**config.mk**
```make
export PLATFORM = sky130hd
export DESIGN_NAME = utf8_decoder_with_replacement
export DESIGN_NICKNAME = d
export VERILOG_FILES = /design/src/rtl/core/utf8d_pkg.sv /design/src/rtl/core/utf8d_front.sv /design/src/rtl/core/utf8d_fifo.sv /design/src/rtl/core/utf8d_back.sv /design/src/rtl/core/utf8_decoder_with_replacement.sv
export SDC_FILE = /design/constraint.sdc
export NUM_CORES = 1
export LEC_CHECK = 0
export BUFFER_PORTS_ARGS = -buffer_cell sky130_fd_sc_hd__buf_4
export CAP_MARGIN = 20
export CORE_MARGIN = 5
export CORE_UTILIZATION = 45
export CTS_CLUSTER_DIAMETER = 60
export DETAILED_ROUTE_END_ITERATION = 10
export HOLD_SLACK_MARGIN = 0.1
export PLACE_DENSITY = 0.64
export SYNTH_ARGS = -nofsm -noshare
export SYNTH_HDL_FRONTEND = slang
export SYNTH_SLANG_ARGS = --single-unit
```
**constraint.sdc**
```tcl
create_clock -name clk_i -period 12.7 [get_ports clk_i]
set_clock_uncertainty 0.05 [all_clocks]
set_input_delay 1.27 -clock clk_i [delete_from_list [all_inputs] [get_ports clk_i]]
set_output_delay 1.27 -clock clk_i [all_outputs]
set_load 0.005 [all_outputs]
```
**src/rtl/core/utf8d_pkg.sv**
```systemverilog
// Shared types and constants for the UTF-8 decoder.
// Holds the decode command passed from the front end to the result expander.
// No dependencies.
package utf8d_pkg;

  // Replacement code point and the limits used by the scalar checks.
  localparam logic [20:0] ReplacementChar = 21'h00FFFD;
  localparam logic [20:0] MaxScalar       = 21'h10FFFF;
  localparam logic [20:0] SurrogateLo     = 21'h00D800;
  localparam logic [20:0] SurrogateHi     = 21'h00DFFF;
  localparam logic [20:0] MinTwoByte      = 21'h000080;
  localparam logic [20:0] MinThreeByte    = 21'h000800;
  localparam logic [20:0] MinFourByte     = 21'h010000;

  // Default depth of the command queue.
  localparam int unsigned FifoDepthDefault = 4;

  // One command per accepted byte that yields a result: rep_cnt replacements, then an optional code point.
  typedef struct packed {
    logic [2:0]  rep_cnt;
    logic        has_cp;
    logic [20:0] cp;
    logic        fin;
  } cmd_t;

endpackage

```
**src/rtl/core/utf8d_front.sv**
```systemverilog
// Front end of the UTF-8 decoder: accepts bytes and tracks open sequences.
// Turns each byte that yields a result into one command for the result expander.
// Depends on utf8d_pkg.
module utf8d_front (
  input  logic              clk_i,
  input  logic              rst_ni,
  input  logic              in_valid_i,
  input  logic [7:0]        text_byte_i,
  input  logic              final_byte_i,
  input  logic              q_full_i,
  output logic              in_stall_o,
  output logic              push_o,
  output utf8d_pkg::cmd_t   cmd_o
);
  import utf8d_pkg::*;

  logic [1:0]  need_q, need_d;
  logic [1:0]  seen_q, seen_d;
  logic [20:0] part_q, part_d;

  logic        accept;
  logic        b_ascii, b_lead, b_cont;
  logic [1:0]  b_need;
  logic [20:0] b_bits;
  logic [20:0] acc;
  logic [1:0]  seen_inc;
  logic        scalar_ok;
  logic [2:0]  rep;
  logic        has_cp;
  logic [20:0] cp;

  assign accept     = in_valid_i && !q_full_i;
  assign in_stall_o = q_full_i;

  // Classify the byte as it would start a sequence.
  always_comb begin
    b_ascii = !text_byte_i[7];
    b_cont  = (text_byte_i[7:6] == 2'b10);
    b_lead  = 1'b1;
    b_need  = 2'd0;
    b_bits  = 21'd0;
    if (text_byte_i[7:5] == 3'b110) begin
      b_need = 2'd1;
      b_bits = {16'd0, text_byte_i[4:0]};
    end else if (text_byte_i[7:4] == 4'b1110) begin
      b_need = 2'd2;
      b_bits = {17'd0, text_byte_i[3:0]};
    end else if (text_byte_i[7:3] == 5'b11110) begin
      b_need = 2'd3;
      b_bits = {18'd0, text_byte_i[2:0]};
    end else begin
      b_lead = 1'b0;
    end
  end

  // Continuation accumulation and the range checks on a completed scalar.
  assign acc      = {part_q[14:0], text_byte_i[5:0]};
  assign seen_inc = seen_q + 2'd1;

  always_comb begin
    scalar_ok = 1'b1;
    if (need_q == 2'd1 && acc < MinTwoByte) scalar_ok = 1'b0;
    if (need_q == 2'd2 && acc < MinThreeByte) scalar_ok = 1'b0;
    if (need_q == 2'd3 && acc < MinFourByte) scalar_ok = 1'b0;
    if (acc > MaxScalar) scalar_ok = 1'b0;
    if (acc >= SurrogateLo && acc <= SurrogateHi) scalar_ok = 1'b0;
  end

  // Decide the command and the next sequence state for this byte.
  always_comb begin
    logic       do_begin;
    logic [2:0] base_rep;
    need_d   = need_q;
    seen_d   = seen_q;
    part_d   = part_q;
    rep      = 3'd0;
    has_cp   = 1'b0;
    cp       = {13'd0, text_byte_i};
    do_begin = 1'b0;
    base_rep = 3'd0;

    if (need_q == 2'd0) begin
      do_begin = 1'b1;
    end else if (final_byte_i && ({1'b0, seen_q} + 3'd1 < {1'b0, need_q})) begin
      // Text ends inside a sequence: one replacement, held bits dropped.
      rep    = 3'd1;
      need_d = 2'd0;
      seen_d = 2'd0;
    end else if (!b_cont) begin
      // Sequence broken: one replacement per byte held, then rescan this byte.
      base_rep = {1'b0, seen_q} + 3'd1;
      need_d   = 2'd0;
      seen_d   = 2'd0;
      do_begin = 1'b1;
    end else if (seen_inc >= need_q) begin
      // Sequence complete.
      if (scalar_ok) begin
        has_cp = 1'b1;
        cp     = acc;
      end else begin
        rep = {1'b0, need_q} + 3'd1;
      end
      need_d = 2'd0;
      seen_d = 2'd0;
    end else begin
      seen_d = seen_inc;
      part_d = acc;
    end

    if (do_begin) begin
      rep = base_rep;
      if (b_ascii) begin
        has_cp = 1'b1;
      end else if (b_lead && !final_byte_i) begin
        need_d = b_need;
        seen_d = 2'd0;
        part_d = b_bits;
      end else begin
        rep = base_rep + 3'd1;
      end
    end
  end

  assign push_o        = accept && (rep != 3'd0 || has_cp);
  assign cmd_o.rep_cnt = rep;
  assign cmd_o.has_cp  = has_cp;
  assign cmd_o.cp      = cp;
  assign cmd_o.fin     = final_byte_i;

  // Sequence state.
  always_ff @(posedge clk_i or negedge rst_ni) begin
    if (!rst_ni) begin
      need_q <= 2'd0;
      seen_q <= 2'd0;
    end else if (accept) begin
      need_q <= need_d;
      seen_q <= seen_d;
    end
  end

  // Partial value is overwritten whenever a sequence opens and extended by each held continuation byte.
  always_ff @(posedge clk_i) begin
    if (accept) begin
      part_q <= part_d;
    end
  end

  a_seen_below_need: assert property (@(posedge clk_i) disable iff (!rst_ni)
    (need_q != 2'd0) |-> (seen_q < need_q))
    else $error("continuation count reached the sequence length");

  a_final_closes: assert property (@(posedge clk_i) disable iff (!rst_ni)
    (accept && final_byte_i) |=> (need_q == 2'd0))
    else $error("sequence left open after the final byte");

  a_final_pushes: assert property (@(posedge clk_i) disable iff (!rst_ni)
    (accept && final_byte_i) |-> push_o)
    else $error("final byte produced no command");

endmodule

```
**src/rtl/core/utf8d_fifo.sv**
```systemverilog
// Command queue between the decoder front end and the result expander.
// Register-based circular buffer with a head view; depends on utf8d_pkg.
module utf8d_fifo #(
  parameter int unsigned FifoDepth = utf8d_pkg::FifoDepthDefault
) (
  input  logic             clk_i,
  input  logic             rst_ni,
  input  logic             push_i,
  input  utf8d_pkg::cmd_t  push_data_i,
  input  logic             pop_i,
  output logic             full_o,
  output logic             head_valid_o,
  output utf8d_pkg::cmd_t  head_o
);
  import utf8d_pkg::*;

  localparam int unsigned PtrW = (FifoDepth > 1) ? $clog2(FifoDepth) : 1;
  localparam int unsigned CntW = $clog2(FifoDepth + 1);
  localparam logic [PtrW-1:0] LastPtr = PtrW'(FifoDepth - 1);
  localparam logic [CntW-1:0] FullCnt = CntW'(FifoDepth);

  cmd_t            mem_q [FifoDepth];
  logic [PtrW-1:0] wr_ptr_q, rd_ptr_q;
  logic [CntW-1:0] cnt_q;

  assign full_o       = (cnt_q == FullCnt);
  assign head_valid_o = (cnt_q != '0);
  assign head_o       = mem_q[rd_ptr_q];

  // Pointers and fill count.
  always_ff @(posedge clk_i or negedge rst_ni) begin
    if (!rst_ni) begin
      wr_ptr_q <= '0;
      rd_ptr_q <= '0;
      cnt_q    <= '0;
    end else begin
      if (push_i) begin
        wr_ptr_q <= (wr_ptr_q == LastPtr) ? '0 : wr_ptr_q + PtrW'(1);
      end
      if (pop_i) begin
        rd_ptr_q <= (rd_ptr_q == LastPtr) ? '0 : rd_ptr_q + PtrW'(1);
      end
      if (push_i && !pop_i) begin
        cnt_q <= cnt_q + CntW'(1);
      end else if (pop_i && !push_i) begin
        cnt_q <= cnt_q - CntW'(1);
      end
    end
  end

  // Entry storage.
  always_ff @(posedge clk_i) begin
    if (push_i) begin
      mem_q[wr_ptr_q] <= push_data_i;
    end
  end

endmodule

```
**src/rtl/core/utf8d_back.sv**
```systemverilog
// Result expander of the UTF-8 decoder: turns each queued command into
// one to four code points behind an output register. Depends on utf8d_pkg.
module utf8d_back (
  input  logic             clk_i,
  input  logic             rst_ni,
  input  logic             head_valid_i,
  input  utf8d_pkg::cmd_t  head_i,
  output logic             pop_o,
  output logic             out_valid_o,
  input  logic             out_stall_i,
  output logic [20:0]      code_point_o,
  output logic             run_last_o,
  output logic             text_done_o
);
  import utf8d_pkg::*;

  logic [2:0]  idx_q;
  logic        out_valid_q;
  logic [20:0] code_q;
  logic        run_last_q, text_done_q;

  logic [2:0]  total;
  logic        load, last;

  assign total = head_i.rep_cnt + {2'd0, head_i.has_cp};
  assign load  = head_valid_i && (!out_valid_q || !out_stall_i);
  assign last  = (idx_q + 3'd1) == total;
  assign pop_o = load && last;

  // Index of the next beat within the head command.
  always_ff @(posedge clk_i or negedge rst_ni) begin
    if (!rst_ni) begin
      idx_q       <= 3'd0;
      out_valid_q <= 1'b0;
    end else begin
      if (load) begin
        idx_q <= last ? 3'd0 : idx_q + 3'd1;
      end
      if (load) begin
        out_valid_q <= 1'b1;
      end else if (!out_stall_i) begin
        out_valid_q <= 1'b0;
      end
    end
  end

  // Output register: replacements first, then the decoded code point.
  always_ff @(posedge clk_i) begin
    if (load) begin
      code_q      <= (idx_q < head_i.rep_cnt) ? ReplacementChar : head_i.cp;
      run_last_q  <= last;
      text_done_q <= last && head_i.fin;
    end
  end

  assign out_valid_o  = out_valid_q;
  assign code_point_o = code_q;
  assign run_last_o   = run_last_q;
  assign text_done_o  = text_done_q;

  a_head_not_empty: assert property (@(posedge clk_i) disable iff (!rst_ni)
    head_valid_i |-> (total != 3'd0))
    else $error("queued command carries no results");

  a_idx_in_range: assert property (@(posedge clk_i) disable iff (!rst_ni)
    head_valid_i |-> (idx_q < total))
    else $error("beat index ran past the command");

  a_idx_zero_idle: assert property (@(posedge clk_i) disable iff (!rst_ni)
    !head_valid_i |-> (idx_q == 3'd0))
    else $error("beat index left over with the queue empty");

endmodule

```
**src/rtl/core/utf8_decoder_with_replacement.sv**
```systemverilog
// Top level of the streaming UTF-8 decoder with U+FFFD replacement.
// Instantiates utf8d_front, utf8d_fifo and utf8d_back; depends on utf8d_pkg.
//
// Usage:
//   Input channel (in_valid_i / in_stall_o) takes one text byte per beat with
//   final_byte_i marking the last byte of the text. Output channel
//   (out_valid_o / out_stall_i) gives one code point per beat; run_last_o
//   marks the last code point caused by a byte and text_done_o the last one
//   of the text.
//   A byte is decoded in the cycle it is accepted and becomes at most one
//   queued command; its first code point then passes from the command queue
//   into the output register, and a stalled receiver or a busy output
//   register can hold it back on the way.
//   Throughput is one byte per cycle while each byte yields at most one
//   code point and the receiver does not stall. A byte that yields several
//   code points (up to four, for broken or invalid sequences) holds the
//   output register for one beat each; the command queue of FifoDepth
//   entries absorbs such bursts, and the input stalls only when it is full.
//   When the receiver stalls, the presented beat holds and the queue fills.
//   Reset closes any open sequence and empties the queue and the output
//   register; no clearing pass is needed.
module utf8_decoder_with_replacement #(
  parameter int unsigned FifoDepth = utf8d_pkg::FifoDepthDefault
) (
  input  logic        clk_i,
  input  logic        rst_ni,
  input  logic        in_valid_i,
  output logic        in_stall_o,
  input  logic [7:0]  text_byte_i,
  input  logic        final_byte_i,
  output logic        out_valid_o,
  input  logic        out_stall_i,
  output logic [20:0] code_point_o,
  output logic        run_last_o,
  output logic        text_done_o
);
  import utf8d_pkg::*;

  logic q_full, push, pop, head_valid;
  cmd_t push_cmd, head_cmd;

  // Byte classification and sequence tracking.
  utf8d_front u_front (
    .clk_i        (clk_i),
    .rst_ni       (rst_ni),
    .in_valid_i   (in_valid_i),
    .text_byte_i  (text_byte_i),
    .final_byte_i (final_byte_i),
    .q_full_i     (q_full),
    .in_stall_o   (in_stall_o),
    .push_o       (push),
    .cmd_o        (push_cmd)
  );

  // Command queue.
  utf8d_fifo #(
    .FifoDepth (FifoDepth)
  ) u_fifo (
    .clk_i        (clk_i),
    .rst_ni       (rst_ni),
    .push_i       (push),
    .push_data_i  (push_cmd),
    .pop_i        (pop),
    .full_o       (q_full),
    .head_valid_o (head_valid),
    .head_o       (head_cmd)
  );

  // Result expansion and output register.
  utf8d_back u_back (
    .clk_i        (clk_i),
    .rst_ni       (rst_ni),
    .head_valid_i (head_valid),
    .head_i       (head_cmd),
    .pop_o        (pop),
    .out_valid_o  (out_valid_o),
    .out_stall_i  (out_stall_i),
    .code_point_o (code_point_o),
    .run_last_o   (run_last_o),
    .text_done_o  (text_done_o)
  );

endmodule
```
### Word-level counts from Yosys, hierarchy flattened

Memories as Yosys holds them, arrays and structs flattened.
Cells that the tools add are included.

| storage, ports and cells | value |
|---|---|
| bits in registers | 59 |
| bits in latches | 0 |
| RAM bits | 104 |
| bits in read-only memories | 0 |
| logic and storage cells | 138 |
| memories | 1 |

Memory list:

| memory | words | width | rd ports | clocked after Yosys merged registers in | wr ports | line | RTL |
|---|---|---|---|---|---|---|---|
| u_fifo.mem_q | 4 | 26 | 1 | 0 | 1 | utf8d_fifo.sv:22 | `cmd_t mem_q [FifoDepth];` |

| cells by class | value |
|---|---|
| $add $sub $neg | 10 |
| $mul | 0 |
| divide/modulo/power cells | 0 |
| order comparisons | 9 |
| equality and inequality tests | 12 |
| shift operators | 0 |
| muxes and demuxes | 70 |
| bitwise operators | 0 |
| reductions and logical operators | 25 |

Operators by type and width:

| kind | number |
|---|---|
| $mux 21 | 14 |
| $mux 3 | 15 |
| $mux 2 | 19 |
| $mux 1 | 22 |
| $ge 21x16->1 const B | 1 |
| $gt 21x21->1 const B | 1 |
| $le 21x16->1 const B | 1 |
| $lt 21x12->1 const B | 1 |
| $lt 21x17->1 const B | 1 |
| $lt 21x8->1 const B | 1 |
| $logic_and 1x1->1 | 13 |
| $eq 2x2->1 const B | 5 |
| $add 3x1->3 const B | 3 |
| $add 2x1->2 const B | 3 |
| $add 2x1->3 const B | 2 |
| $eq 3x3->1 const B | 2 |
| $logic_not 1->1 | 6 |
| $reduce_bool 3->1 | 2 |
| $eq 5x5->1 const B | 1 |
| $eq 4x4->1 const B | 1 |
| $add 3x1->3 | 1 |
| $eq 3x3->1 | 1 |
| $lt 3x2->1 | 1 |
| $lt 3x3->1 | 1 |
| 7 further kinds | 8 |

### Longest topological paths before layout

| depth | value |
|---|---|
| word-level depth | 20 |
| gate-level depth with buffers | 16 |
| mapped depth without buffers | 16 |

### By module

A second synthesis with hierarchy kept.

| second synthesis, totals | value |
|---|---|
| cell total of the unflattened synthesis | 441 |
| area total of the unflattened synthesis | 6967.9 µm² |

Modules (own cells, without submodules):

| module | times used | cells an instance | area each (µm²) | sequential area each (µm²) |
|---|---|---|---|---|
| utf8d_fifo | 1 | 173 | 4215.3 | 3298.2 |
| utf8d_front | 1 | 183 | 1572.8 | 550.5 |
| utf8d_back | 1 | 85 | 1179.9 | 790.8 |

### Worst setup path after synthesis

OpenSTA, ideal clock, no wires.

| path | value |
|---|---|
| kind | reg2reg |
| start | register u_fifo.rd_ptr_q[0] |
| end | register u_fifo.cnt_q[1] |
| library setup time | 0.125 ns |
| arrival | 4.013 ns |
| path slack | 8.512 ns |
| cell stages (with the launch flop) | 15 |
| path buffers | 2 |
| period minus slack after synthesis | 4.188 ns |
| cell sequence | dfrtp_1 > buf_2 > buf_1 > mux4_2 > ha_1 > ha_1 > xnor3_1 > xnor2_1 > nor3_1 > and2_1 > inv_1 > ha_1 > inv_1 > fa_1 > mux2_2 |

| on the way | value |
|---|---|
| word-level cells in the longest chain between the ends | 7 |
| elaborated cells on any way between the ends | 9 |
| classes of those cells | add/sub: 1; eq/ne: 1; mux: 1; reduce/logical: 5; memory: 1 |

RTL lines:

| item | line | RTL |
|---|---|---|
| start: declaration | utf8d_fifo.sv:23 | `logic [PtrW-1:0] wr_ptr_q, rd_ptr_q;` |
| start signal: assignment | utf8d_fifo.sv:41 | `rd_ptr_q <= (rd_ptr_q == LastPtr) ? '0 : rd_ptr_q + PtrW'(1);` |
| $mem_v2 4x26 (*) | -- |  |
| $add 3x1->3 (*) | utf8d_back.sv:25 | `assign total = head_i.rep_cnt + {2'd0, head_i.has_cp};` |
| $eq 3x3->1 (*) | utf8d_back.sv:27 | `assign last = (idx_q + 3'd1) == total;` |
| via u_back.last | utf8d_back.sv:23 | `logic load, last;` |
| $logic_and 1x1->1 (*) | utf8d_back.sv:28 | `assign pop_o = load && last;` |
| $logic_not 1->1 | utf8d_fifo.sv:43 | `if (push_i && !pop_i) begin` |
| $logic_and 1x1->1 | utf8d_fifo.sv:43 |  |
| $mux 3 / $reduce_bool 2->1 (equally long branches) | -- |  |
| end signal: assignment | utf8d_fifo.sv:44 | `cnt_q <= cnt_q + CntW'(1);` |
| end signal: assignment | utf8d_fifo.sv:46 | `cnt_q <= cnt_q - CntW'(1);` |
| end: declaration | utf8d_fifo.sv:24 | `logic [CntW-1:0] cnt_q;` |

The timed path passes the listed nets; every way through them passes the cells marked *.
A chain may end at the register's enable or synchronous reset.

### Worst setup path in the final report

| path | value |
|---|---|
| start | register u_front.seen_q[0] |
| end | register u_fifo.cnt_q[1] |

| on the way | value |
|---|---|
| word-level cells in the longest chain between the ends | 15 |
| elaborated cells on any way between the ends | 32 |
| classes of those cells | add/sub: 3; order compare: 2; mux: 19; reduce/logical: 8 |

RTL lines:

| item | line | RTL |
|---|---|---|
| start: declaration | utf8d_front.sv:18 | `logic [1:0] seen_q, seen_d;` |
| start signal: assignment | utf8d_front.sv:137 | `seen_q <= seen_d;` |
| $add 2x1->3 | utf8d_front.sv:84, utf8d_front.sv:91 |  |
| $lt 3x2->1 | utf8d_front.sv:84 | `end else if (final_byte_i && ({1'b0, seen_q} + 3'd1 < {1'b0, need_q})) begin` |
| $logic_and 1x1->1 | utf8d_front.sv:84 |  |
| $mux 3 | utf8d_front.sv:84 |  |
| $mux 3 | utf8d_front.sv:82 | `if (need_q == 2'd0) begin` |
| $add 3x1->3 | utf8d_front.sv:119 | `rep = base_rep + 3'd1;` |
| $mux 3 | utf8d_front.sv:114 | `end else if (b_lead && !final_byte_i) begin` |
| $mux 3 | utf8d_front.sv:112 | `if (b_ascii) begin` |
| $mux 3 | utf8d_front.sv:110 | `if (do_begin) begin` |
| $reduce_bool 3->1 | utf8d_front.sv:124 | `assign push_o = accept && (rep != 3'd0 \|\| has_cp);` |
| $logic_or 1x1->1 (*) | utf8d_front.sv:124 |  |
| $logic_and 1x1->1 (*) | utf8d_front.sv:124 |  |
| via push | utf8_decoder_with_replacement.sv:39 | `logic q_full, push, pop, head_valid;` |
| $logic_not 1->1 | utf8d_fifo.sv:45 | `end else if (pop_i && !push_i) begin` |
| $logic_and 1x1->1 | utf8d_fifo.sv:45 |  |
| $reduce_bool 2->1 (no line) | -- |  |

Marked as above.

==> flow_metrics.tcl <==
set metrics [dict create \
    result_of_the_run "completed" \
    final_hold_viol_count 0 \
    num_rows 45 \
    grt_pass1_wl_um 20700 \
    numPortBuffers 37 \
    synth_top_cells_by_area "sky130_fd_sc_hd__edfxtp_1 62%, sky130_fd_sc_hd__mux4_2 8.5%, sky130_fd_sc_hd__dfrtp_1 5.5%, sky130_fd_sc_hd__ha_1 3.5%, sky130_fd_sc_hd__nand2_1 1.7%" \
    synth_compound_area_share_pct 4.95 \
    cpLargestDelayFamily "adder cells" \
    die_x_um 134 \
    synth.ff_latch_count 157 \
    timing.hold.ws_ns 0.438 \
    placed_cells_incl_taps 641 \
    final_area_mm2 0.00796 \
    vdd.ir_drop.worst_uv 104 \
    floorplan.die_area_mm2 0.0179 \
    fraction_of_final_layout_cells_sized_beyond_drive_strength_1_pct 28.0 \
    dr.first_iter.drc_count 206 \
    area_delta_synth_final_pct 15.7 \
    gp_congestion 0.912 \
    synth_top_family_by_area "multiplexers" \
    first_pass_iters 5 \
    average_size_of_a_mapped_cell_um2 16.1 \
    worst_r2r_path_depth 14 \
    post_cts_buffers 0 \
    n_antenna_cell 0 \
    timing.max_slew.rel_slack_pct 37.9 \
    tritoncts.num_buffers 17 \
    initial_utilization_pct 45.6 \
    post_synth_and_or_nand_nor_area_fraction_pct 10.1 \
    synth_fa_ha_area_share_pct 4.04 \
    design.core.area_mm2 0.0151 \
    stdcell_count 674 \
    post_synth_inst_count 428 \
    drv_cap 0 \
    worstPathCellList "inv_1 > fa_1 > o311ai_1 > nand2b_1 > nor3_1 > ha_1 > o211ai_1 > mux2i_1 > nor4b_1 > a31oi_4 > ha_1 > inv_1 > fa_1 > mux2_2" \
    tritoncts "done" \
    synth_enable_flop_cells 142 \
    timing.critical_path.depth 14 \
    post_synth_instance_area_mm2 0.00688 \
    postLayoutCoreUtil_pct 52.7 \
    top_post_synthesis_cells_by_count "142 x sky130_fd_sc_hd__edfxtp_1, 32 x sky130_fd_sc_hd__nand2_1, 26 x sky130_fd_sc_hd__mux4_2" \
    wl_per_cell_um 19.3 \
    clock_latency_ns 0.41 \
    ys_dominant_reg_cell "sky130_fd_sc_hd__edfxtp_1" \
    max-clock-path-buffers 2 \
    total_power_mw 1.99 \
    root_buffer "sky130_fd_sc_hd__clkbuf_16" \
    critPathMaxFanout 8 \
    synth-xor-area-share_pct 1.09 \
    setup.worst_path.start_class "flop" \
    max_freq_mhz 223 \
    numClockSinks 157 \
    pwr_density_cell_mw_per_mm2 250 \
    grt_antenna_before_repair 0 \
    critical_path.max_stage_delay_ns 0.61 \
    clkTransAtPathRegs_ns 0.06 \
    synth_most_common_cell "sky130_fd_sc_hd__edfxtp_1" \
    hold_path_depth 1 \
    critPathBufInv 2 \
    postCtsHoldBufs 0 \
    pre_cts_ws_ns 7.86 \
    cpMaxStageDelayCell "sky130_fd_sc_hd__o311ai_1" \
    nNetsFinal 507 \
    drc_violation_count_after_routing 0 \
    ctsHtreeMaxLevel 4 \
    number_of_nets_still_failing_antenna_checks_after_routing 0 \
    required_time_at_the_endpoint_of_the_critical_path_ns 12.95 \
    multiplexer_share_of_the_synthesized_area_pct 10.5 \
    route.detailed.vias_per_inst 5.49 \
    tightest_slew_ns 0.932 \
    final.setup.tns_ns 0 \
    grt_setup_unrepaired "no" \
    sequential_area_share_after_synthesis_pct 67.5 \
    ys_async_sr_fraction_pct 9.55 \
    grt_pass1_vias 3758 \
    period_share_pct 35.4 \
    yosysWarnings 0 \
    setup_violators_final 0 \
    crit_path_category "reg -> reg" \
    io-pin-count 38 \
    globalRouteOverflowTotal 0 \
    synth_top_cell_by_area "sky130_fd_sc_hd__edfxtp_1" \
    yosysUniqueCellTypes 53 \
    cellLeakagePower_nw 2.90 \
    track_usage_pct 15.3 \
    ctsResizeCount 0 \
    synthDominantCellAreaShare_pct 62.0 \
    worst_ep_arrival_time_ns 4.74 \
    layout_min_cycle_time_ns 4.49 \
    post-route-worst-setup-slack_ns 8.21 \
    grt_start_max_net_pins 30 \
    via_count 3703 \
    min-delay-path-class "reg -> reg" \
    max_slew_vio_count 0 \
    place_area_mm2 0.00735 \
    die_height_um 134 \
    synth_fp_nets 462 \
    routed_wl_um 13000 \
    detailedPlacementHpwl_um 8820 \
    timing.critical_path.to_type "flop" \
]
cell usage in the layout, fill, tap and decap left out, drive strengths merged, types with 8 or more instances in the layout:
cell type,n
nor2b,10
edfxtp,142
mux4,26
ha,19
a21oi,21
mux2,8
buf,40
o21ai,9
dfrtp,15
nand2,32
or2,15
nor2,10
inv,16
clkbuf,26
nand2b,8
and3,15
metal layers:
layer / wire, um / GRT usage [%]
met1: 5870 / 21.0
met4: 203 / 6.00
met3: 637 / 3.13
met5: 0 / 0
met2: 6300 / 24.1
where the power goes:
part           leakage [nW]  switching, mW  internal [mW]
Clock                 0.291          0.187          0.324
Sequential             1.50         0.0885          0.754
Combinational          1.11          0.318          0.315
sequential cells by signal (all words and copies together), names as in the netlist:
signal,cells
u_fifo.mem_q,104
u_back.code_point_o,21
u_front.part_q,15
u_back.idx_q,3
u_fifo.cnt_q,3
u_fifo.rd_ptr_q,2
u_fifo.wr_ptr_q,2
u_front.need_q,2
u_front.seen_q,2
u_back.out_valid_o,1
u_back.run_last_o,1
u_back.text_done_o,1
worst register-to-register path, delay by kind of cell, from the launching register on:
kind / cells / cell delay, ns
simple gates: 3 / 1.02
flops: 1 / 0.46
mux: 2 / 0.42
fa+ha+maj: 4 / 1.36
compound gates: 3 / 0.90
buf+inv: 2 / 0.17
cells by family after synthesis:
kind of cell    after synthesis
mux                          38
simple gates                122
flops                       157
xor+xnor                      7
compound gates               52
buf+inv                      31
fa+ha+maj                    21
worst paths after layout:
kind / from / to / slack (ns)
max in group asynchronous: rst_ni / u_fifo.rd_ptr_q[0] / 11.72
setup / recovery: u_front.seen_q[0] / u_fifo.cnt_q[1] / 8.21
hold reg to reg: u_fifo.cnt_q[2] / u_fifo.cnt_q[2] / 0.44
setup reg to reg: u_front.seen_q[0] / u_fifo.cnt_q[1] / 8.21
min in group asynchronous: rst_ni / u_front.need_q[1] / 0.66
hold / removal: u_fifo.cnt_q[2] / u_fifo.cnt_q[2] / 0.44
cell type report:
type / instances / area (um^2)
clock buffer: 25 / 485
fill: 1245 / 7130
inverter: 16 / 60.1
clock inverter: 7 / 113
tap: 188 / 235
timing repair buffer: 41 / 308
sequential: 157 / 4640
multi-input combinational: 240 / 2110
Power figures use the tool's default switching activity.
